[config.mk]
export PLATFORM = sky130hd
export DESIGN_NAME = gark_lane
export DESIGN_NICKNAME = d
export VERILOG_FILES = /design/src/hw/rtl/gark_pkg.sv /design/src/hw/rtl/gark_lane.sv
export SDC_FILE = /design/constraint.sdc
export NUM_CORES = 2
export LEC_CHECK = 0
export BUFFER_PORTS_ARGS = -buffer_cell sky130_fd_sc_hd__buf_2
export CAP_MARGIN = 10
export CORE_AREA = 2 2 236 238
export CTS_CLUSTER_DIAMETER = 200
export DETAILED_ROUTE_END_ITERATION = 12
export DIE_AREA = 0 0 238 240
export GPL_ROUTABILITY_DRIVEN = 0
export PLACE_DENSITY = 0.77
export SYNTH_ARGS = -nofsm -noshare
export SYNTH_HDL_FRONTEND = slang
export SYNTH_SLANG_ARGS = --single-unit
[constraint.sdc]
create_clock -name aclk -period 11.7 [get_ports aclk]
set_clock_uncertainty 0.1 [all_clocks]
set_input_delay 3.51 -clock aclk [delete_from_list [all_inputs] [get_ports aclk]]
set_output_delay 3.51 -clock aclk [all_outputs]
set_load 0.01 [all_outputs]
[src/hw/rtl/gark_pkg.sv]
// Shared constants, types and the exponent table of the ARD Gaussian kernel block.
package gark_pkg;

    // Point dimensions in use, and the number of coordinate slots that an item carries.
    localparam int DIMS     = 4;
    localparam int MAX_DIMS = 4;

    // Field and datapath widths.
    localparam int COORD_W  = 16;                   // signed Q8.8 coordinate
    localparam int ABS_W    = 16;                   // magnitude of a coordinate difference
    localparam int SQ_W     = 2 * ABS_W;            // squared difference, Q16.16
    localparam int CFG_W    = 16;                   // every register is 16 bits
    localparam int WT_W     = SQ_W + CFG_W;         // weighted square, Q24.24
    localparam int SUM_W    = WT_W + 2;             // sum over up to four lanes
    localparam int ARG_SH   = 9;                    // half of Q24.24, back to Q16.16
    localparam int ARG_W    = 32;                   // saturated argument, Q16.16
    localparam int LOG2E_W  = 17;
    localparam int Y_W      = 33;                   // argument times log2(e), Q17.16
    localparam int INT_W    = Y_W - 16;             // integer part of the exponent
    localparam int FRAC_W   = 16;
    localparam int MANT_W   = 17;                   // 2^-f in Q0.16, up to 1.0
    localparam int AMP2_W   = 2 * CFG_W;
    localparam int PROD_W   = AMP2_W + MANT_W;
    localparam int OUT_W    = 32;
    localparam int IN_DATA_W  = 2 * MAX_DIMS * COORD_W;
    localparam int OUT_DATA_W = OUT_W;

    localparam logic [LOG2E_W-1:0] LOG2E_Q16 = 17'd94548;
    localparam logic [INT_W-1:0]   MAX_SHIFT = 17'd32;

    // Configuration registers.
    localparam int NUM_REGS   = 5;
    localparam int CFG_ADDR_W = 3;
    localparam logic [CFG_ADDR_W-1:0] REG_AMPLITUDE    = 3'd0;
    localparam logic [CFG_ADDR_W-1:0] REG_INV_LEN_SQ_0 = 3'd1;
    localparam logic [CFG_W-1:0]      CFG_RESET        = 16'd256;

    // Pipeline stages, from the input side to the output register.
    localparam int ST_DIFF   = 0;
    localparam int ST_SQUARE = 1;
    localparam int ST_WEIGHT = 2;
    localparam int ST_SUM    = 3;
    localparam int ST_SAT    = 4;
    localparam int ST_SPLIT  = 5;
    localparam int ST_INTERP = 6;
    localparam int ST_SCALE  = 7;
    localparam int ST_OUT    = 8;
    localparam int NUM_STAGES = 9;

    typedef logic [DIMS-1:0][CFG_W-1:0] inv_vec_t;
    typedef logic [DIMS-1:0][WT_W-1:0]  wt_vec_t;

    typedef struct packed {
        logic diff;
        logic square;
        logic weight;
    } lane_en_t;

    typedef struct packed {
        logic sum;
        logic sat;
    } merge_en_t;

    typedef struct packed {
        logic split;
        logic interp;
        logic scale;
        logic shift;
    } exp_en_t;

    // 2^(-i/16) in Q0.16, rounded, for i = 0..16.
    function automatic logic [MANT_W-1:0] pow2_tab(input logic [4:0] idx);
        logic [MANT_W-1:0] val;
        case (idx)
            5'd0:    val = 17'd65536;
            5'd1:    val = 17'd62757;
            5'd2:    val = 17'd60097;
            5'd3:    val = 17'd57549;
            5'd4:    val = 17'd55109;
            5'd5:    val = 17'd52773;
            5'd6:    val = 17'd50535;
            5'd7:    val = 17'd48393;
            5'd8:    val = 17'd46341;
            5'd9:    val = 17'd44376;
            5'd10:   val = 17'd42495;
            5'd11:   val = 17'd40693;
            5'd12:   val = 17'd38968;
            5'd13:   val = 17'd37316;
            5'd14:   val = 17'd35734;
            5'd15:   val = 17'd34219;
            5'd16:   val = 17'd32768;
            default: val = 17'd32768;
        endcase
        return val;
    endfunction

endpackage

[src/hw/rtl/gark_lane.sv]
// One dimension lane: coordinate difference, its square, and the length-scale weight.
module gark_lane (
    input  logic                         aclk,
    input  gark_pkg::lane_en_t           en,
    input  logic [gark_pkg::COORD_W-1:0] xa,
    input  logic [gark_pkg::COORD_W-1:0] xb,
    input  logic [gark_pkg::CFG_W-1:0]   inv_len_sq,
    output logic [gark_pkg::WT_W-1:0]    weighted
);
    import gark_pkg::*;

    logic signed [COORD_W:0] diff;
    logic [ABS_W-1:0] ad_next, ad_reg;
    logic [SQ_W-1:0]  sq_next, sq_reg;
    logic [WT_W-1:0]  wt_next, wt_reg;

    // The difference of two Q8.8 values needs 17 bits; its magnitude fits 16.
    assign diff    = $signed({xa[COORD_W-1], xa}) - $signed({xb[COORD_W-1], xb});
    assign ad_next = diff[COORD_W] ? ABS_W'(-diff) : diff[ABS_W-1:0];
    assign sq_next = SQ_W'(ad_reg) * SQ_W'(ad_reg);
    assign wt_next = WT_W'(sq_reg) * WT_W'(inv_len_sq);

    always_ff @(posedge aclk) begin
        if (en.diff) begin
            ad_reg <= ad_next;
        end
        if (en.square) begin
            sq_reg <= sq_next;
        end
        if (en.weight) begin
            wt_reg <= wt_next;
        end
    end

    assign weighted = wt_reg;

endmodule

## Word level (Yosys, flattened, before mapping)

Index checks and enable logic that the tools add are counted.

| storage, ports and cells | value |
|---|---|
| output and inout port bits | 48 |
| register bits after elaboration | 96 |

| cells by class | value |
|---|---|
| add/subtract/negate cells | 2 |
| multiply operators | 2 |
| mux-type cells | 1 |

Operator list:

| kind | number |
|---|---|
| $mul 32x16->48 | 1 |
| $mul 16x16->32 | 1 |
| $sub 16x16->17 | 1 |
| $mux 16 | 1 |
| $neg 16->16 | 1 |

## Longest topological paths before layout

| logic depth | value |
|---|---|
| depth after elaboration | 3 |
| gate-level depth with buffers | 26 |

## Worst setup path after synthesis

No wires, ideal clock.

| timing | value |
|---|---|
| path kind | input -> register |
| from | in inv_len_sq[7] (netlist bit) |
| to | reg wt_reg[44] (netlist: weighted[44]) (data pin) |
| data arrival time | 9.073 ns |
| required time | 11.333 ns |
| setup time | 0.267 ns |
| cell stages on the path | 23 |
| buffers on the path | 1 |
| path slack | 2.260 ns |
| path through | clkbuf_1 -> nand2_1 -> fa_1 -> inv_1 -> fa_1 -> inv_1 -> fa_1 -> inv_1 -> fa_1 -> fa_1 -> inv_1 -> fa_1 -> inv_1 -> ha_1 -> and4_1 -> and2_1 -> nand4_1 -> a211o_1 -> nand4b_1 -> nand3_1 -> or3_1 -> a311oi_2 -> xor2_1 |

| on the way | value |
|---|---|
| longest elaborated chain between the ends | 1 |

RTL lines:

| item | RTL line | RTL |
|---|---|---|
| start: declaration | gark_lane.sv:7 | `input logic [gark_pkg::CFG_W-1:0] inv_len_sq,` |
| $mul 32x16->48 | gark_lane.sv:21 | `assign wt_next = WT_W'(sq_reg) * WT_W'(inv_len_sq);` |
| net wt_next[44] | gark_lane.sv:15 | `logic [WT_W-1:0] wt_next, wt_reg;` |
| end signal: assignment | gark_lane.sv:31 | `wt_reg <= wt_next;` |
| end: declaration | gark_lane.sv:15 |  |

The timed path passes the listed nets, and every way through them passes these cells.
A chain may end at the register's enable or synchronous reset.

## Worst setup path in the final report

Same ends and word-level chain as after synthesis.

==> impl_results.md <==
* Unrepaired setup endpoints after global routing: false
* Worst path most repeated cell: fa_1
* Main flop type after synthesis: edfxtp_1
* Synth Cell Area at ~0.027 mm²
* Total number of vias at ~20,000
* DRC Markers at 0
* Antenna violations before repair at 6
* CTS tree: done
* Number of port buffers at 99
* Max capacitance violation total at 0
* Type of the worst min-delay path: reg -> reg
* Die height at approximately 240 µm
* Layout cells sized above 1 at 0.0475
* CP Launch Type: input pin
* Layout area overhead at 4.81%
* Synth warn at 0
* CP bufs+invs at 6
* Critical setup path kind: in -> reg
* Vias in the first global route at slightly above 20,000
* Fillers at roughly 5,000
* CP max stage cell: buf_2
* Post-CTS Resized at 0
* Hold buffers post-CTS at 0
* Hold path depth at 1
* Max FO, Critical Path at 31
* Antenna viol nets, final at 0
* Critical path cell sequence: buf_2 > nand2_1 > fa_1 > inv_1 > fa_1 > inv_1 > fa_1 > inv_1 > fa_1 > fa_1 > inv_1 > fa_1 > inv_1 > ha_1 > and4_1 > and2_1 > nand4_1 > a211o_1 > nand4b_1 > nand3_1 > or3_1 > a311oi_2 > xor2_1
* Final hold viol count at 0
* Fin. max-slew vios at 0
* Clock Latency Late Sink at between 0.3 and 0.4 ns
* Worst slew margin at 0.289
* Post-route setup TNS at 0 ns
* Largest register FFs at 48
* DR WL/cell at 16.7 µm
* Fin nets at between 3,000 and 4,000
* Fin crit period at between 9 and 10 ns
* Fraction of registers with async set/reset at 0
* CP delay by family, top: adder cells
* Post-synth cell types at just under 70
* FMAX at 0.100 GHz
* Ports at 100
* Initial Util at 0.495
* Area of the die at 0.0571 mm²
* Drt initial violations at 1,188
* Number of setup buffers added after CTS at 0
* Slew @ Worst Pin at around 1.1 ns
* Clock root buffer: clkbuf_16
* EDFF count, synth at 95
* Status: completed
* Global-route wire length before repair at around 100,000 µm
* Critical Path AT at around 10 ns
* CP required at roughly 12 ns
* DP HPWL at between 40,000 and 50,000 µm
* Total gr overflow at 0
* R2r worst-path depth at 22
* GRT Overall Usage at 0.224
* Setup Viol. Count Final at 0
* Largest net degree at the start of global routing at 49
* H-tree Lvls at 3
* Clock transition at path regs at about 0.070 ns
* Clock tree buffer depth at 2
* Clk sink count at 95
* Drt via density at roughly 5.4
* Core area at about 0.055 mm²
* Syn avg cell area at between 9 and 10 µm²
* Final Cycle Share at 0.851
* Max incr delay on CP at between 0.5 and 0.6 ns
* Post-synthesis sequential area ratio at 0.105
* Die W at 238 µm
* CP endpoint kind: register
* Cts bufs inserted at 9
* #FFs+latches synth at 95
* CP Depth at 23
* TritonRoute pass-1 iters at 5
* Rows at 86
* Synthesized instance count at 2,911
* DRT Wirelength at 60,600 µm
-- synthesized netlist by cell type, drive strengths merged, types with 4 or more instances --
cell | number | area share
nand4 | 7 | 0.0016
a31oi | 7 | 0.0016
o21ai | 42 | 0.0078
nand3 | 25 | 0.0046
inv | 694 | 0.096
nor2b | 13 | 0.0030
xnor2 | 62 | 0.020
xor2 | 36 | 0.012
or2 | 5 | 0.0012
a211o | 4 | 0.0013
nand2b | 10 | 0.0023
buf | 7 | 0.0016
edfxtp | 95 | 0.11
o211ai | 7 | 0.0019
and3 | 9 | 0.0021
nor4 | 6 | 0.0027
nand2 | 392 | 0.054
a21oi | 73 | 0.014
a21o | 49 | 0.014
o21a | 12 | 0.0033
fa | 576 | 0.43
ha | 240 | 0.11
o21bai | 11 | 0.0030
o22ai | 4 | 0.0012
clkbuf | 104 | 0.014
and2 | 262 | 0.061
nor2 | 81 | 0.011
nor3 | 14 | 0.0028
a211oi | 14 | 0.0039
-- worst reg2reg max path, cell delays in order (launching register included) --
cell,delay (ns)
edfxtp_1,0.82
nand2_1,0.19
fa_1,0.57
inv_1,0.05
fa_1,0.50
inv_1,0.05
fa_1,0.53
inv_1,0.05
fa_1,0.44
fa_1,0.49
inv_1,0.05
fa_1,0.50
inv_1,0.05
ha_1,0.37
and4_1,0.27
and2_1,0.16
nand4_1,0.15
a211o_1,0.35
nand4b_1,0.21
nand3_1,0.18
or3_1,0.42
a311oi_2,0.23
xor2_1,0.09
-- area by class of cell --
class	count	area [µm²]	area share
Antenna cell	4	10.0	0.000353
Clock buffer	9	225	0.00794
Clock inverter	7	77.6	0.00273
Inverter	694	2610	0.0918
Multi-Input combinational cell	2017	21200	0.747
Sequential cell	95	2850	0.101
Tap cell	704	881	0.0310
Timing Repair Buffer	102	518	0.0183
-- placed cells by master (no fill, tap or decap), types with 3 or more instances in the layout --
cell / n
nor4_1: 3
nand4_1: 7
mux2_2: 3
nand3_1: 25
buf_4: 3
nor3_1: 13
xnor2_1: 62
o31ai_1: 3
xor2_1: 36
nor2_1: 81
a41oi_1: 3
and2_1: 262
a21oi_1: 72
clkbuf_16: 9
a31oi_1: 7
or2_2: 5
fa_1: 576
a21o_1: 48
o21bai_1: 11
nand2_1: 392
or4_1: 3
buf_2: 99
o21ai_0: 36
diode_2: 4
a211o_1: 4
edfxtp_1: 95
nand2b_1: 10
o21ai_1: 6
and4_1: 3
o22ai_1: 3
and3_1: 9
o21a_1: 12
conb_1: 8
o211ai_1: 7
or3_1: 3
inv_1: 694
nor2b_1: 13
a211oi_1: 14
ha_1: 240
-- path summary, 6_finish.rpt --
check	startpoint	endpoint	slack, ns
setup / recovery	inv_len_sq[7]	weighted[44]$_DFFE_PP_	1.75
hold / removal	ad_reg[0]$_DFFE_PP_	sq_reg[0]$_DFFE_PP_	0.62
setup reg to reg	sq_reg[7]$_DFFE_PP_	weighted[44]$_DFFE_PP_	4.61
hold reg to reg	ad_reg[0]$_DFFE_PP_	sq_reg[0]$_DFFE_PP_	0.62
-- logic make-up (layout without fill, tap and decap cells) --
kind of cell    Yosys count  count (layout)  synth area share
simple gates            841             841             0.152
fa+ha+maj               816             816             0.537
buf+inv                 805             812             0.112
compound gates          250             250            0.0603
xor+xnor                 98              98            0.0317
flops                    95              95             0.105
mux                       4               4           0.00162
other cells               2              12          0.000277
-- routing by layer --
metal,global-route usage,vias to the layer above,part of all wire
met5,0,-,0
met4,0.0744,0,0.032
met3,0.0328,140,0.065
met2,0.396,715,0.51
met1,0.284,9969,0.39
li1,-,8756,-
-- metrics by stage --
| stage | std cells | hold slack [ns] | area [µm²] | utilization | setup slack (ns) |
|---|---|---|---|---|---|
| CTS | 3628 | 0.620 | 28400 | 0.519 | 1.78 |
| finish | 3632 | 0.623 | 28400 | 0.519 | 1.75 |
| global placement | 3612 | 0.605 | 28100 | 0.513 | 1.48 |
| detailed placement | 3612 | 0.610 | 28100 | 0.513 | 1.39 |
| floorplan | 2917 | 0.378 | 27100 | - | 2.26 |
| global route | 3631 | 0.646 | 28400 | 0.519 | 1.50 |
Power is not shown: default switching activity piles up to over one toggle a cycle in this logic, so the estimate is an artifact.
