$ cat config.mk
export PLATFORM = sky130hd
export DESIGN_NAME = gark_exp
export DESIGN_NICKNAME = d
export VERILOG_FILES = /design/src/hw/rtl/gark_pkg.sv /design/src/hw/rtl/gark_exp.sv
export SDC_FILE = /design/constraint.sdc
export NUM_CORES = 2
export LEC_CHECK = 0
export CAP_MARGIN = 20
export CORE_ASPECT_RATIO = 1.2
export CORE_MARGIN = 2
export CORE_UTILIZATION = 32
export DETAILED_ROUTE_END_ITERATION = 10
export DONT_BUFFER_PORTS = 1
export GPL_ROUTABILITY_DRIVEN = 0
export GPL_TIMING_DRIVEN = 0
export HOLD_SLACK_MARGIN = 0.02
export PLACE_DENSITY = 0.5
export SYNTH_ARGS = -nofsm -noshare
export SYNTH_HDL_FRONTEND = slang
export SYNTH_SLANG_ARGS = --single-unit
$ cat constraint.sdc
create_clock -name aclk -period 10 [get_ports aclk]
set_clock_uncertainty 0.05 [all_clocks]
set_input_delay 0.5 -clock aclk [delete_from_list [all_inputs] [get_ports aclk]]
set_output_delay 0.5 -clock aclk [all_outputs]
set_load 0.02 [all_outputs]
$ cat src/hw/rtl/gark_pkg.sv
// Shared constants, types and the exponent table of the ARD Gaussian kernel block.
package gark_pkg;

    // Point dimensions in use, and the number of coordinate slots that an item carries.
    localparam int DIMS     = 4;
    localparam int MAX_DIMS = 4;

    // Field and datapath widths.
    localparam int COORD_W  = 16;                   // signed Q8.8 coordinate
    localparam int ABS_W    = 16;                   // magnitude of a coordinate difference
    localparam int SQ_W     = 2 * ABS_W;            // squared difference, Q16.16
    localparam int CFG_W    = 16;                   // every register is 16 bits
    localparam int WT_W     = SQ_W + CFG_W;         // weighted square, Q24.24
    localparam int SUM_W    = WT_W + 2;             // sum over up to four lanes
    localparam int ARG_SH   = 9;                    // half of Q24.24, back to Q16.16
    localparam int ARG_W    = 32;                   // saturated argument, Q16.16
    localparam int LOG2E_W  = 17;
    localparam int Y_W      = 33;                   // argument times log2(e), Q17.16
    localparam int INT_W    = Y_W - 16;             // integer part of the exponent
    localparam int FRAC_W   = 16;
    localparam int MANT_W   = 17;                   // 2^-f in Q0.16, up to 1.0
    localparam int AMP2_W   = 2 * CFG_W;
    localparam int PROD_W   = AMP2_W + MANT_W;
    localparam int OUT_W    = 32;
    localparam int IN_DATA_W  = 2 * MAX_DIMS * COORD_W;
    localparam int OUT_DATA_W = OUT_W;

    localparam logic [LOG2E_W-1:0] LOG2E_Q16 = 17'd94548;
    localparam logic [INT_W-1:0]   MAX_SHIFT = 17'd32;

    // Configuration registers.
    localparam int NUM_REGS   = 5;
    localparam int CFG_ADDR_W = 3;
    localparam logic [CFG_ADDR_W-1:0] REG_AMPLITUDE    = 3'd0;
    localparam logic [CFG_ADDR_W-1:0] REG_INV_LEN_SQ_0 = 3'd1;
    localparam logic [CFG_W-1:0]      CFG_RESET        = 16'd256;

    // Pipeline stages, from the input side to the output register.
    localparam int ST_DIFF   = 0;
    localparam int ST_SQUARE = 1;
    localparam int ST_WEIGHT = 2;
    localparam int ST_SUM    = 3;
    localparam int ST_SAT    = 4;
    localparam int ST_SPLIT  = 5;
    localparam int ST_INTERP = 6;
    localparam int ST_SCALE  = 7;
    localparam int ST_OUT    = 8;
    localparam int NUM_STAGES = 9;

    typedef logic [DIMS-1:0][CFG_W-1:0] inv_vec_t;
    typedef logic [DIMS-1:0][WT_W-1:0]  wt_vec_t;

    typedef struct packed {
        logic diff;
        logic square;
        logic weight;
    } lane_en_t;

    typedef struct packed {
        logic sum;
        logic sat;
    } merge_en_t;

    typedef struct packed {
        logic split;
        logic interp;
        logic scale;
        logic shift;
    } exp_en_t;

    // 2^(-i/16) in Q0.16, rounded, for i = 0..16.
    function automatic logic [MANT_W-1:0] pow2_tab(input logic [4:0] idx);
        logic [MANT_W-1:0] val;
        case (idx)
            5'd0:    val = 17'd65536;
            5'd1:    val = 17'd62757;
            5'd2:    val = 17'd60097;
            5'd3:    val = 17'd57549;
            5'd4:    val = 17'd55109;
            5'd5:    val = 17'd52773;
            5'd6:    val = 17'd50535;
            5'd7:    val = 17'd48393;
            5'd8:    val = 17'd46341;
            5'd9:    val = 17'd44376;
            5'd10:   val = 17'd42495;
            5'd11:   val = 17'd40693;
            5'd12:   val = 17'd38968;
            5'd13:   val = 17'd37316;
            5'd14:   val = 17'd35734;
            5'd15:   val = 17'd34219;
            5'd16:   val = 17'd32768;
            default: val = 17'd32768;
        endcase
        return val;
    endfunction

endpackage

$ cat src/hw/rtl/gark_exp.sv
// Exponential unit: 2^-y by table and interpolation, amplitude scaling and final shift.
module gark_exp (
    input  logic                       aclk,
    input  gark_pkg::exp_en_t          en,
    input  logic [gark_pkg::ARG_W-1:0] arg,
    input  logic [gark_pkg::CFG_W-1:0] amplitude,
    output logic [gark_pkg::OUT_W-1:0] kernel_value
);
    import gark_pkg::*;

    localparam int YP_W = ARG_W + LOG2E_W;

    logic [YP_W-1:0]   y_prod;
    logic [INT_W-1:0]  n_split_reg, n_interp_reg, n_scale_reg;
    logic [FRAC_W-1:0] f_reg;
    logic [4:0]        idx_lo, idx_hi;
    logic [11:0]       r;
    logic [MANT_W-1:0] t_hi, t_lo, t_diff;
    logic [MANT_W+11:0] corr;
    logic [MANT_W-1:0] m_next, m_reg;
    logic [AMP2_W-1:0] amp2_reg;
    logic [PROD_W-1:0] prod_next, prod_reg;
    logic [PROD_W-1:0] shifted;
    logic [OUT_W-1:0]  res_next, res_reg;

    // Argument times log2(e), truncated to Q17.16.
    assign y_prod = YP_W'(arg) * YP_W'(LOG2E_Q16);

    // Linear interpolation between neighboring sixteenths of an octave.
    assign idx_lo = {1'b0, f_reg[FRAC_W-1:12]};
    assign idx_hi = idx_lo + 5'd1;
    assign r      = f_reg[11:0];
    assign t_hi   = pow2_tab(idx_lo);
    assign t_lo   = pow2_tab(idx_hi);
    assign t_diff = t_hi - t_lo;
    assign corr   = (MANT_W+12)'(t_diff) * (MANT_W+12)'(r);
    assign m_next = t_hi - corr[MANT_W+11:12];

    assign prod_next = PROD_W'(amp2_reg) * PROD_W'(m_reg);

    // The product is below 2^49, so any integer part above 32 shifts it out entirely.
    assign shifted  = prod_reg >> n_scale_reg[5:0];
    assign res_next = (n_scale_reg > MAX_SHIFT) ? '0 : shifted[OUT_W+15:16];

    always_ff @(posedge aclk) begin
        // The amplitude is to change only while the block is idle; the block does not enforce it.
        amp2_reg <= AMP2_W'(amplitude) * AMP2_W'(amplitude);
        if (en.split) begin
            n_split_reg <= y_prod[YP_W-1-(YP_W-16-Y_W) -: INT_W];
            f_reg       <= y_prod[16 +: FRAC_W];
        end
        if (en.interp) begin
            m_reg        <= m_next;
            n_interp_reg <= n_split_reg;
        end
        if (en.scale) begin
            prod_reg    <= prod_next;
            n_scale_reg <= n_interp_reg;
        end
        if (en.shift) begin
            res_reg <= res_next;
        end
    end

    assign kernel_value = res_reg;

endmodule
* Word-level counts from Yosys, hierarchy flattened
Memories as Yosys holds them, arrays and structs flattened. A register that Yosys moved wholly into a read port is not among the register bits.
Index checks and enable logic that the tools add are counted.
** Cells by class
- Add/sub/neg operators :: 3
- Shifts and indexed selects :: 1
- Multiply operators :: 4
- Magnitude comparators :: 1
- Mux-type cells :: 1
** Operator list (count)
- multiplier 32 x 17 -> 49 bit :: 1
- right shift 49 x 6 -> 48 bit :: 1
- multiplier 32 x 15 -> 47 bit (second input constant) :: 1
- subtractor 17 bit :: 2
- multiplier 16 x 16 -> 32 bit :: 1
- multiplier 17 x 12 -> 29 bit :: 1
- > comparator 17 x 6 -> 1 bit (second input constant) :: 1
- adder 4 x 1 -> 5 bit (second input constant) :: 1
- two-way mux 5 bit :: 1
** Storage, ports and cells
- ROM bits :: 1088
- Memories kept :: 2
- Output and inout bits :: 32
- Bits in registers :: 197
- Logic and storage cells :: 20
- Input port bits :: 53
** Memory list
- (name not given) :: words 32, width 17, rd ports 1, clocked after memory_dff 0, write ports 0, RTL line gark_pkg.sv:74 : case (idx)
- (name not given) :: words 32, width 17, rd ports 1, clocked after memory_dff 1, write ports 0, RTL line gark_pkg.sv:74

* Depth between registers and ports, before layout
An unclocked memory read counts as a cell.
- Word-level depth :: 5
- Depth in mapped cells :: 49
- Depth with buffers taken out :: 46

* Worst setup path after synthesis
No wires, ideal clock.
- Path kind :: reg2reg
- Start point :: register f_reg[12]
- End point :: register m_reg[16], data pin
- Library setup time :: 0.260 ns
- Arrival :: 9.941 ns
- Data required time :: 9.690 ns
- Period minus slack after synthesis :: 10.251 ns
- Buffers on the path :: 3
- Setup slack :: -0.251 ns
- Cell stages (with the launch flop) :: 46
- Cells stage by stage :: edfxtp_1 -> ha_1 -> ha_1 -> clkbuf_1 -> clkbuf_1 -> a21oi_1 -> a21oi_1 -> nor2_1 -> ha_1 -> fa_1 -> nand3b_1 -> a21oi_1 -> o21ai_0 -> a21boi_0 -> o21a_1 -> o21a_1 -> o21ai_0 -> a21oi_1 -> [10 not listed] -> fa_1 -> inv_1 -> ha_1 -> a21o_1 -> a21o_1 -> a32oi_1 -> a41oi_1 -> o21ai_0 -> nor2b_1 -> o21bai_1 -> xnor2_1 -> ha_1 -> and2_1 -> o21a_1 -> a211o_1 -> a21oi_1 -> xnor2_1 -> xnor2_1
** On the way
- Word-level cells in the longest chain between the ends :: 5
** RTL lines
- from (decl) :: RTL line gark_exp.sv:15 : logic [FRAC_W-1:0] f_reg;
- from (signal assigned) :: RTL line gark_exp.sv:50 : f_reg <= y_prod[16 +: FRAC_W];
- adder 4 x 1 -> 5 bit :: RTL line gark_exp.sv:31 : assign idx_hi = idx_lo + 5'd1;
- memory read (32 x 17 bit)
- subtractor 17 bit :: RTL line gark_exp.sv:35 : assign t_diff = t_hi - t_lo;
- multiplier 17 x 12 -> 29 bit :: RTL line gark_exp.sv:36 : assign corr = (MANT_W+12)'(t_diff) * (MANT_W+12)'(r);
- subtractor 17 bit :: RTL line gark_exp.sv:37 : assign m_next = t_hi - corr[MANT_W+11:12];
- via m_next[16] :: RTL line gark_exp.sv:20 : logic [MANT_W-1:0] m_next, m_reg;
- to (signal assigned) :: RTL line gark_exp.sv:53 : m_reg <= m_next;
- to (decl) :: RTL line gark_exp.sv:20
The timed path passes the listed nets, and every way through them passes these cells.
A chain may end at the register's enable or synchronous reset.

* Final worst setup path
- Start point :: register f_reg[13]
- End point :: register m_reg[16], data pin
Same word-level chain as after synthesis.

==> summary.md <==
| Metric | Value |
|---|---|
| CTS tree | done |
| CP dominant cell by count | fa_1 |
| IO Port Bufs | 0 |
| R2r startpoint | f_reg[13] |
| Outcome | completed |
| Async SR Flop Fraction | 0% |
| Routing usage on met3 | 1.652% |
| Mapped cell area | 0.04701 mm² |
| Period minus WS final | 9.963 ns |
| Post-Syn Area per Cell | 9.537 µm² |
| Synth area leaders | fa_1 (39%), ha_1 (15%), edfxtp_1 (9.5%) |
| Drt wl/cell | 18.42 µm |
| EDFF count, synth | 149 |
| Clk Latency, worst-skew pair | 0.50 ns |
| Std-Cell Rows | 154 |
| Initial core utilization | 32.14% |
| Vias | 33,440 |
| Remaining DRCs | 0 |
| Final Hold Fails | 0 |
| Slowest CP cell | fa_1 |
| Reg2Reg Setup Slack | 0.04 ns |
| Die W | 353.9 µm |
| CTS clk-pin slew, worst paths | 0.08 ns |
| Vias in the first global route | 37,250 |
| Die Y | 423.9 µm |
| # H-tree levels | 4 |
| Area share of the largest cell type after synthesis | 38.75% |
| Met2 Usage GRT | 34.59% |
| Sequential share of the synthesized area | 11.56% |
| Prevailing post-synth register cell | edfxtp_1 |
| F_max | 0.1004 GHz |
| Max-slew violation count | 0 |
| Crit Path Category | register to register |
| MaxCap Viol Count | 0 |
| Crit path DAT | 10.13 ns |
| Required time of the critical path | 10.17 ns |
| FF-to-FF End | m_reg[16] |
| Hold depth | 0 |
| Hold Path Sink | f_reg[15] |
| Nets | 6,541 |
| Period utilization | 99.63% |
| Num ports | 85 |
| Ant. Diodes | 0 |
| Core area | 0.1462 mm² |
| Fin Hold WS | 0.06302 ns |
| Global-route wire length before repair | 206,800 µm |
| Commonest non-fill, non-tap cell in the layout | inv_1 |
| CP Launch Type | register |
| DP Wirelength | 109,800 µm |
| Fin util | 35.37% |
| GRT busiest layer | met2 |
| Setup Viol. Count Final | 0 |
| Most frequent cells in the layout | inv_1 (1,067), fa_1 (904), nand2_1 (619), ha_1 (529), and2_1 (274) |
| M1 GR Usage | 19.63% |
| Area leader, netlist | fa_1 |
| Netlist cell types | 76 |
| Total grt overflow | 0 |
| R2r worst-path depth | 45 |
| Post-route ant nets | 0 |
| CTS Buf Count | 17 |
| Largest register FFs | 33 |
| Die ar. | 0.1500 mm² |
| Crit path max fanout | 10 |
| Max incr delay on CP | 0.56 ns |
| Net count after synthesis | 6,445 |
| RSZ-0062 raised after global routing | yes |
| Post-Route WL | 128,700 µm |
| Register bit count reported by yosys | 197 |
| Initial drt markers | 1,430 |
| Area grow syn2layout | 10.05% |
| First-pass DRT Iterations | 5 |
| Normalized max-slew margin | 30.35% |
| DR vias/cell | 4.786 |
| Post-synthesis cell count | 4,929 |
| Total GRT Usage | 17.75% |
| Worst-Margin Slew | 1.016 ns |
| Yosys Warn Count | 0 |
| Beginning of the worst hold path | en[3] |
| Initial antenna violation count | 1 |
| Ratio of cells with drive above 1 in the final layout | 6.095% |
| CTS max path bufs | 2 |
| Clock tree sinks | 197 |
| Clock root buffer | clkbuf_16 |
| Largest net degree at the start of global routing | 51 |
| Hold Crit Class | input pin to register |
| Nature of the critical path endpoint | register |
-- area by class of cell --
| class | count | area, µm² |
|---|---|---|
| Multi-Input combinational cell | 3453 | 37620 |
| Tap cell | 1950 | 2440 |
| Sequential cell | 197 | 5435 |
| Clock buffer | 18 | 429.2 |
| Inverter | 1074 | 4038 |
| Buffer | 205 | 954.7 |
| Clock inverter | 13 | 168.9 |
| Timing Repair Buffer | 77 | 648.1 |
| Fill cell | 14910 | 94510 |
-- cells in the mapped netlist, types with 10 or more instances --
cell type and n:
mux2_2 14, and3_1 12, xor2_1 53, nor2_1 172, a211oi_1 25, o21ai_0 72, nor2b_1 45, or3_1 11
mux4_2 28, inv_1 1073, nand3_1 69, o21a_1 24, a21oi_1 117, nand2_1 623, o21bai_1 15, and2_1 275
a21o_1 61, nor3_1 33, o211ai_1 27, mux2i_1 25, fa_1 910, xnor2_1 86, a31oi_1 15, nand4_1 34
clkbuf_1 195, o211a_1 10, ha_1 553, nand2b_1 24, edfxtp_1 149, dfxtp_1 48
-- critical path, delay by kind of cell, from the launching register on --
family | cells | cell delay [ns]
AOI/OAI and AO/OA | 14 | 2.39
xor gates and xnor gates | 4 | 0.66
adders and majority gates | 10 | 3.91
buffers and inverters | 6 | 0.77
DFF | 1 | 0.46
and+or+nand+nor | 11 | 1.40
-- layer usage --
metal  part of all wire [%]  vias up  routed length, µm
met4                    4.2        2               5433
met3                    2.7      174               3463
met1                     38    17200              48910
met5                  0.010        -                 13
li1                       -    15510                  -
met2                     55      557              70900
-- stage by stage --
step	instance area, µm²	setup WS (ns)	instances	setup TNS, ns
after CTS	51200	-0.04237	6961	-0.04237
after detailed placement	49460	-1.897	6879	-13.92
after global placement	49460	-1.856	6879	-13.08
after floorplan	47020	0.04846	4929	0
final	51730	0.03738	6987	0
after global routing	51730	-0.3678	6987	-0.7172
-- worst max path at each step --
stage / from / to / cells past startpoint
5_1_grt: f_reg[12] / m_reg[16] / 46
4_1_cts: f_reg[13] / m_reg[16] / 48
2_1_floorplan: f_reg[12] / m_reg[16] / 45
6_report: f_reg[13] / m_reg[16] / 45
3_5_place_dp: f_reg[13] / m_reg[16] / 41
3_3_place_gp: f_reg[13] / m_reg[16] / 41
-- cell families after synthesis --
logic type                 Yosys count  share of synthesized area [%]
adders and majority gates         1463                          53.47
buffers and inverters             1279                          10.23
AOI/OAI and AO/OA                  459                          6.753
muxes                               67                          2.209
and+or+nand+nor                   1325                          13.19
DFF                                197                          11.56
xor gates and xnor gates           139                          2.590
-- what timing repair did --
item,CTS,global route
setup endpoints to repair,14,7
setup buffers,50,27
hold buffers,1,0
pin swaps,68,94
gates resized for setup,167,67
endpoints found under the hold margin,2,0
Power is left out: the tool's default activity adds up to more than one toggle a clock period on the data nets, which glitch-free logic cannot reach.
