===== src/hw/rtl/gark_pkg.sv =====
// Shared constants, types and the exponent table of the ARD Gaussian kernel block.
package gark_pkg;

    // Point dimensions in use, and the number of coordinate slots that an item carries.
    localparam int DIMS     = 4;
    localparam int MAX_DIMS = 4;

    // Field and datapath widths.
    localparam int COORD_W  = 16;                   // signed Q8.8 coordinate
    localparam int ABS_W    = 16;                   // magnitude of a coordinate difference
    localparam int SQ_W     = 2 * ABS_W;            // squared difference, Q16.16
    localparam int CFG_W    = 16;                   // every register is 16 bits
    localparam int WT_W     = SQ_W + CFG_W;         // weighted square, Q24.24
    localparam int SUM_W    = WT_W + 2;             // sum over up to four lanes
    localparam int ARG_SH   = 9;                    // half of Q24.24, back to Q16.16
    localparam int ARG_W    = 32;                   // saturated argument, Q16.16
    localparam int LOG2E_W  = 17;
    localparam int Y_W      = 33;                   // argument times log2(e), Q17.16
    localparam int INT_W    = Y_W - 16;             // integer part of the exponent
    localparam int FRAC_W   = 16;
    localparam int MANT_W   = 17;                   // 2^-f in Q0.16, up to 1.0
    localparam int AMP2_W   = 2 * CFG_W;
    localparam int PROD_W   = AMP2_W + MANT_W;
    localparam int OUT_W    = 32;
    localparam int IN_DATA_W  = 2 * MAX_DIMS * COORD_W;
    localparam int OUT_DATA_W = OUT_W;

    localparam logic [LOG2E_W-1:0] LOG2E_Q16 = 17'd94548;
    localparam logic [INT_W-1:0]   MAX_SHIFT = 17'd32;

    // Configuration registers.
    localparam int NUM_REGS   = 5;
    localparam int CFG_ADDR_W = 3;
    localparam logic [CFG_ADDR_W-1:0] REG_AMPLITUDE    = 3'd0;
    localparam logic [CFG_ADDR_W-1:0] REG_INV_LEN_SQ_0 = 3'd1;
    localparam logic [CFG_W-1:0]      CFG_RESET        = 16'd256;

    // Pipeline stages, from the input side to the output register.
    localparam int ST_DIFF   = 0;
    localparam int ST_SQUARE = 1;
    localparam int ST_WEIGHT = 2;
    localparam int ST_SUM    = 3;
    localparam int ST_SAT    = 4;
    localparam int ST_SPLIT  = 5;
    localparam int ST_INTERP = 6;
    localparam int ST_SCALE  = 7;
    localparam int ST_OUT    = 8;
    localparam int NUM_STAGES = 9;

    typedef logic [DIMS-1:0][CFG_W-1:0] inv_vec_t;
    typedef logic [DIMS-1:0][WT_W-1:0]  wt_vec_t;

    typedef struct packed {
        logic diff;
        logic square;
        logic weight;
    } lane_en_t;

    typedef struct packed {
        logic sum;
        logic sat;
    } merge_en_t;

    typedef struct packed {
        logic split;
        logic interp;
        logic scale;
        logic shift;
    } exp_en_t;

    // 2^(-i/16) in Q0.16, rounded, for i = 0..16.
    function automatic logic [MANT_W-1:0] pow2_tab(input logic [4:0] idx);
        logic [MANT_W-1:0] val;
        case (idx)
            5'd0:    val = 17'd65536;
            5'd1:    val = 17'd62757;
            5'd2:    val = 17'd60097;
            5'd3:    val = 17'd57549;
            5'd4:    val = 17'd55109;
            5'd5:    val = 17'd52773;
            5'd6:    val = 17'd50535;
            5'd7:    val = 17'd48393;
            5'd8:    val = 17'd46341;
            5'd9:    val = 17'd44376;
            5'd10:   val = 17'd42495;
            5'd11:   val = 17'd40693;
            5'd12:   val = 17'd38968;
            5'd13:   val = 17'd37316;
            5'd14:   val = 17'd35734;
            5'd15:   val = 17'd34219;
            5'd16:   val = 17'd32768;
            default: val = 17'd32768;
        endcase
        return val;
    endfunction

endpackage


===== src/hw/rtl/gark_merge.sv =====
// Merging stage: sums the lane results and saturates the halved argument.
module gark_merge (
    input  logic                       aclk,
    input  gark_pkg::merge_en_t        en,
    input  gark_pkg::wt_vec_t          lane_wt,
    output logic [gark_pkg::ARG_W-1:0] arg
);
    import gark_pkg::*;

    localparam int HALF_W = SUM_W - ARG_SH;

    logic [SUM_W-1:0]  sum_next, sum_reg;
    logic [HALF_W-1:0] half;
    logic [ARG_W-1:0]  arg_next, arg_reg;

    always_comb begin
        sum_next = '0;
        for (int d = 0; d < DIMS; d++) begin
            sum_next = sum_next + SUM_W'(lane_wt[d]);
        end
    end

    // Half the weighted distance in Q16.16, clamped just under 65536.0.
    assign half     = sum_reg[SUM_W-1:ARG_SH];
    assign arg_next = (|half[HALF_W-1:ARG_W]) ? '1 : half[ARG_W-1:0];

    always_ff @(posedge aclk) begin
        if (en.sum) begin
            sum_reg <= sum_next;
        end
        if (en.sat) begin
            arg_reg <= arg_next;
        end
    end

    assign arg = arg_reg;

endmodule


===== config.mk =====
export PLATFORM = sky130hd
export DESIGN_NAME = gark_merge
export DESIGN_NICKNAME = d
export VERILOG_FILES = /design/src/hw/rtl/gark_pkg.sv /design/src/hw/rtl/gark_merge.sv
export SDC_FILE = /design/constraint.sdc
export NUM_CORES = 1
export LEC_CHECK = 0
export ABC_AREA = 0
export BUFFER_PORTS_ARGS = -buffer_cell sky130_fd_sc_hd__buf_4
export CAP_MARGIN = 30
export CORE_ASPECT_RATIO = 1.75
export CORE_MARGIN = 3
export CORE_UTILIZATION = 40
export CTS_BUF_LIST = sky130_fd_sc_hd__clkbuf_8
export DETAILED_ROUTE_END_ITERATION = 12
export PLACE_DENSITY_LB_ADDON = 0.05
export SYNTH_ARGS = -nofsm -noshare
export SYNTH_HDL_FRONTEND = slang
export SYNTH_SLANG_ARGS = --single-unit

===== constraint.sdc =====
create_clock -name aclk -period 4.2 [get_ports aclk]
set_input_delay 0.21 -clock aclk [delete_from_list [all_inputs] [get_ports aclk]]
set_output_delay 0.21 -clock aclk [all_outputs]
set_load 0.01 [all_outputs]

Word-level counts from Yosys, hierarchy flattened --
Cells that the tools add are included.
Operators by class: add/sub/neg operators 3, reductions and logical operators 1
Operator list (count):
- $add A49 B48 Y50 | 1
- $add A50 B48 Y50 | 1
- $add A48 B48 Y49 | 1
- $reduce_or A9 Y1 | 1
Word-level totals: bits in registers 82, input port bits 195, output and inout port bits 32, logic and storage cells 6

Logic depth before layout (Yosys ltp) --
Gate-level depths: netlist (run 1).
depth in word-level cells 3, depth in mapped cells 15, gate-level depth less buffers 14

Worst setup path after synthesis (run 1) --
OpenSTA, ideal clock, no wires.
path kind input to register, from input port lane_wt[7] (netlist bit), to register sum_reg[42] (data pin), library setup time 0.260 ns, arrival 3.497 ns, data required time 3.940 ns, setup slack 0.444 ns, cell stages on the path 14, buffers on the path 0, cell sequence inv_1 -> fa_1 -> inv_1 -> fa_1 -> ha_1 -> and3_4 -> a211o_1 -> a311o_1 -> a21o_1 -> a311oi_4 -> nor2_2 -> a21bo_2 -> a21o_1 -> xor2_1
Between the ends: cells in the longest elaborated chain, start to end 3
RTL lines:
- start: declaration | RTL line gark_merge.sv:5 | input gark_pkg::wt_vec_t lane_wt,
- $add A48 B48 Y49 | RTL line gark_merge.sv:19 | sum_next = sum_next + SUM_W'(lane_wt[d]);
- $add A49 B48 Y50 | RTL line gark_merge.sv:19
- $add A50 B48 Y50 | RTL line gark_merge.sv:19
- via sum_next[42] | RTL line gark_merge.sv:12 | logic [SUM_W-1:0] sum_next, sum_reg;
- end signal: assignment | RTL line gark_merge.sv:29 | sum_reg <= sum_next;
- end: declaration | RTL line gark_merge.sv:12
The timed path passes the listed nets, and every way through them passes these cells. A chain may end at the register's enable or synchronous reset.

Worst setup path in the final report (run 1) --
Ends and elaborated chain as after synthesis.

==> run summary, run 1 <==
The flow ran to the end, and the final reports show no timing, DRC or antenna violations. Ranked by total cell area, the synthesized netlist is headed by sky130_fd_sc_hd__edfxtp_1 (28%), sky130_fd_sc_hd__fa_1 (25%), sky130_fd_sc_hd__inv_1 (13%). The detail route stage leaves a number of antenna-violating nets equal to 0. The HPWL after detailed placement is 14.49 mm. 0 antenna diodes ended up in the layout. The number of max-slew violations in the final report is 0, and the maximum operating frequency is 268.5 MHz.

In the final layout, the multi-input gates occupy 0.004441 mm2. Clock-pin slew was measured on the worst setup and hold paths at 0.08 ns. After filler insertion, the fill cell instance count of the layout stands at 1845. The synthesized area divided by synthesized cell count is 9.483 um2. For this run, the post-layout net count is 1386.

STA puts the critical path data required time at 4.31 ns. After detailed routing, the total wire length is 16.60 mm. The synthesized net count was 1152; the I/O pin total was 227.

The top cell type's share of synthesized area was 28.36%. The overflow left after global routing was 0. The detailed-route wire length per cell works out to 12.85 um.

The dominant combinational cell family by area after synthesis was adder cells. In this run the power density over the cells is 394.0 mW/mm2. In the synthesized netlist, the number of instances is 815. Counting flops and latches in the post-synthesis netlist gives 73. The post-synthesis compound-gate area fraction is 11.62%.

The worst slew slack as a fraction of its limit was 59.15%; the number of synthesized flops with an enable pin was 73. The largest fanout on the critical path is 4, and the number of clock sinks seen by CTS is 73. By instance count, the leading cell after synthesis is sky130_fd_sc_hd__inv_1.

The logs give 0 for the number of setup violations in the final report and 0 for the count of hold-fix buffers inserted at cts. The first detailed-routing pass took 4 iterations. For the final database, setup skew stands at 0.01328 ns. Setup repair after global routing left no endpoint under its margin.

Max-cap violations in this run came to 0. After detailed routing, the number of vias per cell comes to 4.673. The maximum VDD drop is 0.0001668 V, and the core utilization of the finished layout is 53.00%. After Yosys synthesis, full adders, half adders and majority gates account for 32.22% of the synthesized area.

Buffers inserted during clock tree synthesis total 9. The total area inside the core boundary comes to 0.01875 mm2. The register with the most flip-flops in the layout has 41 of them. The area of the die was 0.02109 mm2.

The clock passes through at most 2 buffers. The largest net degree at the start of global routing was 42. The detailed router finished its first iteration with 192 violations. STA classifies the critical path startpoint as a primary input. Global routing used 16.10% of the available tracks.

The cell area after technology mapping came out at 0.007729 mm2. The critical path is of the primary input to flop type. The tools report the via count of the first global-routing pass as 6421. Clock latency on the worst-skew pair, taken at its later pin, is 0.35 ns.

Sequential elements use 28.36% of the synthesized area. The share of cell area taken by muxes after synthesis was 0%; the worst path arrival time was 3.83 ns. The chip height is 189.9 um, and the sum of negative setup slack is 0 ns. In the synthesized netlist the dominant register cell turns out to be sky130_fd_sc_hd__edfxtp_1. After layout, the worst path uses 88.66% of the clock period. The path class of the lowest-slack min-delay path was primary input to flop. Summed over all cells, the static leakage comes to 5.129 nW.

Buffers added to address setup during post-CTS repair amount to 0. The slew at the pin closest to its max-slew limit works out to 0.6110 ns. Yosys printed 0 warnings. The routed layout has 6037 vias. Summing all flip-flop and latch instances after layout gives 0.002192 mm2. TritonCTS built the clock tree. For the remaining routing DRC violations, the log shows 0. Port buffering added 226 buffers.

The ratio of cells with drive above 1 in the final layout is 28.65%, and the final RePlAce weighted congestion is 0.8437. The row count was 66; the async set-or-reset flop fraction in the synthesized netlist was 0%. In this run the number of H-tree levels came out at 3. Summing the areas of all xor and xnor instances in the mapped netlist gives 4.306% of the synthesized area.

The number of antenna violations at the first check in global routing was 0. Relative to the synthesized area, the layout overhead comes to 28.54%. sky130_fd_sc_hd__edfxtp_1 takes more of the synthesized area than any other cell.

The synthesized netlist contains 48 unique library cells. The shortest clock period the worst path allows after layout is 3.724 ns, and the number of hold-slack violations in the final timing report is 0. STA classifies the critical path endpoint as a flop.

Number of gates resized after cts: 0. The die outline width is 111.1 um, and the effective utilization at floorplan is 41.23%. Sorting the synthesized cells by how often they occur yields sky130_fd_sc_hd__inv_1 (276), sky130_fd_sc_hd__fa_1 (95), sky130_fd_sc_hd__edfxtp_1 (73). The synthesized netlist devotes 9.309% of its cell area to simple gates. The tree is rooted in a sky130_fd_sc_hd__clkbuf_8. The first global-routing pass estimated 28.10 mm of wire.
-- power by group --
part	switching [mW]	internal (mW)	leakage (nW)
clock	0.266	0.213	0.0868
combinational	1.24	1.02	4.37
sequential	0.0453	1.13	0.671
total	1.55	2.36	5.13
-- worst paths after layout --
path,endpoint,slack [ns],depth (start not counted),start
setup / recovery,sum_reg[42]$_DFFE_PP_,0.48,15,lane_wt[7]
hold / removal,arg[6]$_SDFFCE_PP1P_,0.33,1,en[0]
setup reg to reg,arg[17]$_SDFFCE_PP1P_,2.12,4,sum_reg[43]$_DFFE_PP_
hold reg to reg,arg[29]$_SDFFCE_PP1P_,0.50,1,sum_reg[38]$_DFFE_PP_
-- cell usage in the layout (no fill, tap or decap), types with 3 or more instances in the layout --
cell and instances:
sky130_fd_sc_hd__inv_1 277, sky130_fd_sc_hd__buf_4 238, sky130_fd_sc_hd__fa_1 95, sky130_fd_sc_hd__edfxtp_1 73
sky130_fd_sc_hd__a21oi_1 49, sky130_fd_sc_hd__ha_1 47, sky130_fd_sc_hd__or2_2 36, sky130_fd_sc_hd__o21ai_0 25
sky130_fd_sc_hd__nor2_1 24, sky130_fd_sc_hd__nand2_1 24, sky130_fd_sc_hd__a21o_1 20, sky130_fd_sc_hd__xnor2_1 20
sky130_fd_sc_hd__xor2_1 18, sky130_fd_sc_hd__nand4_1 15, sky130_fd_sc_hd__clkbuf_8 9, sky130_fd_sc_hd__nand3_1 8
sky130_fd_sc_hd__o21bai_1 7, sky130_fd_sc_hd__a31oi_1 5, sky130_fd_sc_hd__and3_1 4, sky130_fd_sc_hd__o211ai_1 4
sky130_fd_sc_hd__nand2b_1 4, sky130_fd_sc_hd__and4_1 3, sky130_fd_sc_hd__a211oi_1 3, sky130_fd_sc_hd__nor3_1 3
sky130_fd_sc_hd__a41oi_1 3
-- cell type report --
| cell class | count | share of cell area, % |
|---|---|---|
| multi-input combinational | 450 | 44.70 |
| sequential | 73 | 22.07 |
| timing repair buffer | 239 | 18.10 |
| inverter | 276 | 10.43 |
| tap | 238 | 2.997 |
| clock buffer | 9 | 1.247 |
| clock inverter | 7 | 0.4660 |
-- per-stage QoR --
stage / power, mW / hold WS, ns / setup WS, ns / instance area [um2] / cells
floorplan: 2.783 / 0.3225 / 0.4437 / 7729 / 815
CTS: 3.977 / 0.3236 / 0.4514 / 9935 / 1292
global route: 4.315 / 0.3270 / 0.2775 / 9935 / 1292
finish: 3.914 / 0.3313 / 0.4762 / 9935 / 1292
global placement: 3.469 / 0.4843 / 0.09442 / 9753 / 1275
detailed placement: 3.485 / 0.4875 / 0.07573 / 9764 / 1276
-- logic make-up (layout without fill, tap and decap cells) --
| kind of cell | count (synthesis) | count (layout) |
|---|---|---|
| AOI/OAI and AO/OA | 137 | 137 |
| buffers and inverters | 292 | 531 |
| and+or+nand+nor | 133 | 133 |
| adders and majority gates | 142 | 142 |
| DFF | 73 | 73 |
| xor gates and xnor gates | 38 | 38 |
-- metal layers --
metal  vias up  share of wire, %  GRT usage, %
li1       3004                 -             -
met1      2873                36         17.90
met2       147                58         32.04
met3        13               4.9         2.260
met4         0               1.0         3.607
met5         -                 0             0
-- worst max-delay path: stages --
cell and delay, ns:
sky130_fd_sc_hd__buf_4 0.08, sky130_fd_sc_hd__inv_1 0.04, sky130_fd_sc_hd__fa_1 0.54, sky130_fd_sc_hd__inv_1 0.06, sky130_fd_sc_hd__fa_1 0.45, sky130_fd_sc_hd__ha_1 0.35
sky130_fd_sc_hd__and3_4 0.20, sky130_fd_sc_hd__a211o_1 0.28, sky130_fd_sc_hd__a311o_1 0.34, sky130_fd_sc_hd__a21o_1 0.24, sky130_fd_sc_hd__a311oi_4 0.39, sky130_fd_sc_hd__nor2_2 0.09
sky130_fd_sc_hd__a21bo_2 0.25, sky130_fd_sc_hd__a21o_1 0.17, sky130_fd_sc_hd__xor2_1 0.14
Note: power is estimated with default switching activity, not from simulation.
==> run 2, diff against run 1 <==
- REMOVE_ABC_BUFFERS: default -> 1
==> run summary, run 2 (synthesized netlist as in run 1, its figures left out) <==
CTS placed an instance of sky130_fd_sc_hd__clkbuf_8 at the clock tree root. The tools report the insertion delay to the later sink of the worst-skew pair as 0.36 ns. Summed over all layers, the routed wires come to 16.85 mm. Element type at the critical path end: a flop. For this design, the sink count on the clock tree is 73. The top cell types in the final layout, fill and taps aside, are sky130_fd_sc_hd__inv_1 (276), sky130_fd_sc_hd__buf_4 (244), sky130_fd_sc_hd__fa_1 (95), sky130_fd_sc_hd__edfxtp_1 (73), sky130_fd_sc_hd__a21oi_1 (49).

The number of placed instances, taps included, is 1282. For the pin with the worst max-slew slack, the measured transition is 0.5745 ns. The worst setup path is launched from a primary input. Most frequent standard cell in the layout excluding fill and tap cells: sky130_fd_sc_hd__inv_1.

The number of setup violations in the final report was 0; the post-route clock period utilization was 88.51%. Across all hold checks on the routed design, the worst slack comes to 0.3355 ns. The slowest stage of the critical path is the sky130_fd_sc_hd__fa_1 cell. The number of hold-slack violations in the final timing report was 0.

227 I/O pins were placed. Summing all non-filler instances in the final layout gives an area of 0.01002 mm2. The first-pass GRT wire length came out at 28.42 mm. For the routing usage on met2, the log shows 33.79%.

In this run the tightest slew margin relative to its limit is 61.59%. The run gives 4.32 ns as the required time reported for the critical path endpoint. Setup repair after global routing left no endpoint under its margin.

Number of H-tree levels: 3. The area growth from synthesis to final layout works out to 29.66%. The total global routing track utilization came out at 16.33%. The remaining routing DRC violations is 0. The register with the most flip-flops in the layout has 41 of them. The run gives 0 as the buffer count from post-CTS setup fixing. The count of maximum capacitance violations is 0, and the sum of negative setup slack is 0 ns.

The critical path goes through buf_4, inv_1, fa_1, inv_1, fa_1, ha_1, and3_4, a211o_1, a311o_1, a21o_1, a311oi_4, o32ai_2, a21oi_2, o21bai_2, a21o_1. Based on the critical path, the design can be clocked at up to 269.0 MHz. Effective utilization at floorplan: 41.23%. The largest net degree at the start of global routing is 42. Across the VDD grid, the largest voltage drop is 0.0001625 V.

Global routing finished with a remaining overflow of 0. Summing all placed instances gives a cell area of 0.009813 mm2. The final HPWL from detailed placement came out at 14.75 mm. Counting along the longest clock path gives a buffer depth of 2.

Dividing total power by cell area gives a power density of 404.2 mW/mm2. The run finished with clean final reports. The final net count was 1392; the final RePlAce weighted congestion was 0.8244. The ratio of cells with drive above 1 in the final layout was 29.15%; the post-layout total power was 4.051 mW. The shortest clock period the worst path allows after layout works out to 3.717 ns. Worst setup path category: primary input to flop. TritonCTS built the clock tree.

Clock-pin slew was measured on the worst setup and hold paths at 0.09 ns. The floorplan has 66 rows. The number of buffers created by CTS is 9. The floorplan step defined a die boundary enclosing 0.02109 mm2.

The largest fanout on the critical path is 4, and the worst path arrival time is 3.84 ns. Number of max-slew violations in the final report: 0. Global routing consumed, on the met1 layer, 17.37% of the routing resources. Once detail routing completed, the nets flagged for antenna violations numbered 0.

The repair_antennas step left the layout with diodes totalling 0. The final-layout fill cell count came out at 1804. The region available for standard cell placement spans 0.01875 mm2. The tools report the number of antenna violations at the first check in global routing as 0. The most utilized layer in the global route result was met2.

Once the clock tree was built, the resizer swapped 0 gates to a different size. The first detailed-routing pass took 6 iterations. The chip height is 189.9 um. The logs give 6445 for the via count of the first global-routing pass and 2.005% for the global-route met3 utilization.

The detailed-route wire length per cell was 12.98 um; the count of routing violations after the opening detailed-route iteration was 143. In this run the static leakage power is 5.176 nW. Summing over every cut layer, the via total after detailed routing is 6042. The quantity of I/O buffers inserted on ports is 226, and the routed via count divided by cell count is 4.655.

The tools report the count of hold-fix buffers inserted at cts as 0. The min-delay analysis places its worst path in the category primary input to flop. The logs give 0.01279 ns for the worst clock skew and 1298 for the non-filler instance count after layout. The die outline width is 111.1 um. The stage delay of the slowest cell on the critical path works out to 0.54 ns.
[run 2: cell types whose count changed in the layout (fill, tap and decap cells not counted), sizes merged]
cell      before  now
buf          239  245
clkinv         3    1
inv          278  280
bufinv         0    1
clkinvlp       2    1
[run 2: area by class of cell]
cell class / count / area (um2) / share of cell area, %
clock buffer: 9 / 123.9 / 1.236
clock inverter: 7 / 83.83 / 0.8366
inverter: 276 / 1036 / 10.34
multi-input combinational: 450 / 4441 / 44.31
sequential: 73 / 2192 / 21.88
tap: 238 / 297.8 / 2.972
timing repair buffer: 245 / 1847 / 18.43
[run 2: power breakdown]
part	internal, mW	switching (mW)	total, mW
clock network	0.286	0.297	0.583
logic	1.05	1.25	2.30
registers	1.13	0.0427	1.17
[run 2: worst paths after layout]
check,startpoint,end,slack [ns],cells after the start
setup / recovery,lane_wt[7],sum_reg[49]$_DFFE_PP_,0.48,15
hold / removal,en[0],arg[18]$_SDFFCE_PP1P_,0.34,1
setup reg to reg,sum_reg[43]$_DFFE_PP_,arg[16]$_SDFFCE_PP1P_,2.15,4
hold reg to reg,sum_reg[13]$_DFFE_PP_,arg[4]$_SDFFCE_PP1P_,0.51,1
[run 2: per-layer routing]
metal,vias up,wire [um]
li1,3017,-
met1,2874,5956
met2,138,10090
met3,13,659
met4,0,151
met5,-,0
[run 2: worst max-delay path: cells and delay by family]
kind / cells / cell delay [ns]
buffers and inverters: 3 / 0.17
adders and majority gates: 3 / 1.34
and+or+nand+nor: 1 / 0.20
AOI/OAI and AO/OA: 8 / 1.92
[run 2: stage by stage]
step | worst slack [ns] | utilization, %
CTS | 0.4457 | 53.46
global route | 0.2634 | 53.46
finish | 0.4826 | 53.46
global placement | 0.08605 | 52.27
floorplan | 0.4437 | -
detailed placement | 0.04711 | 52.35
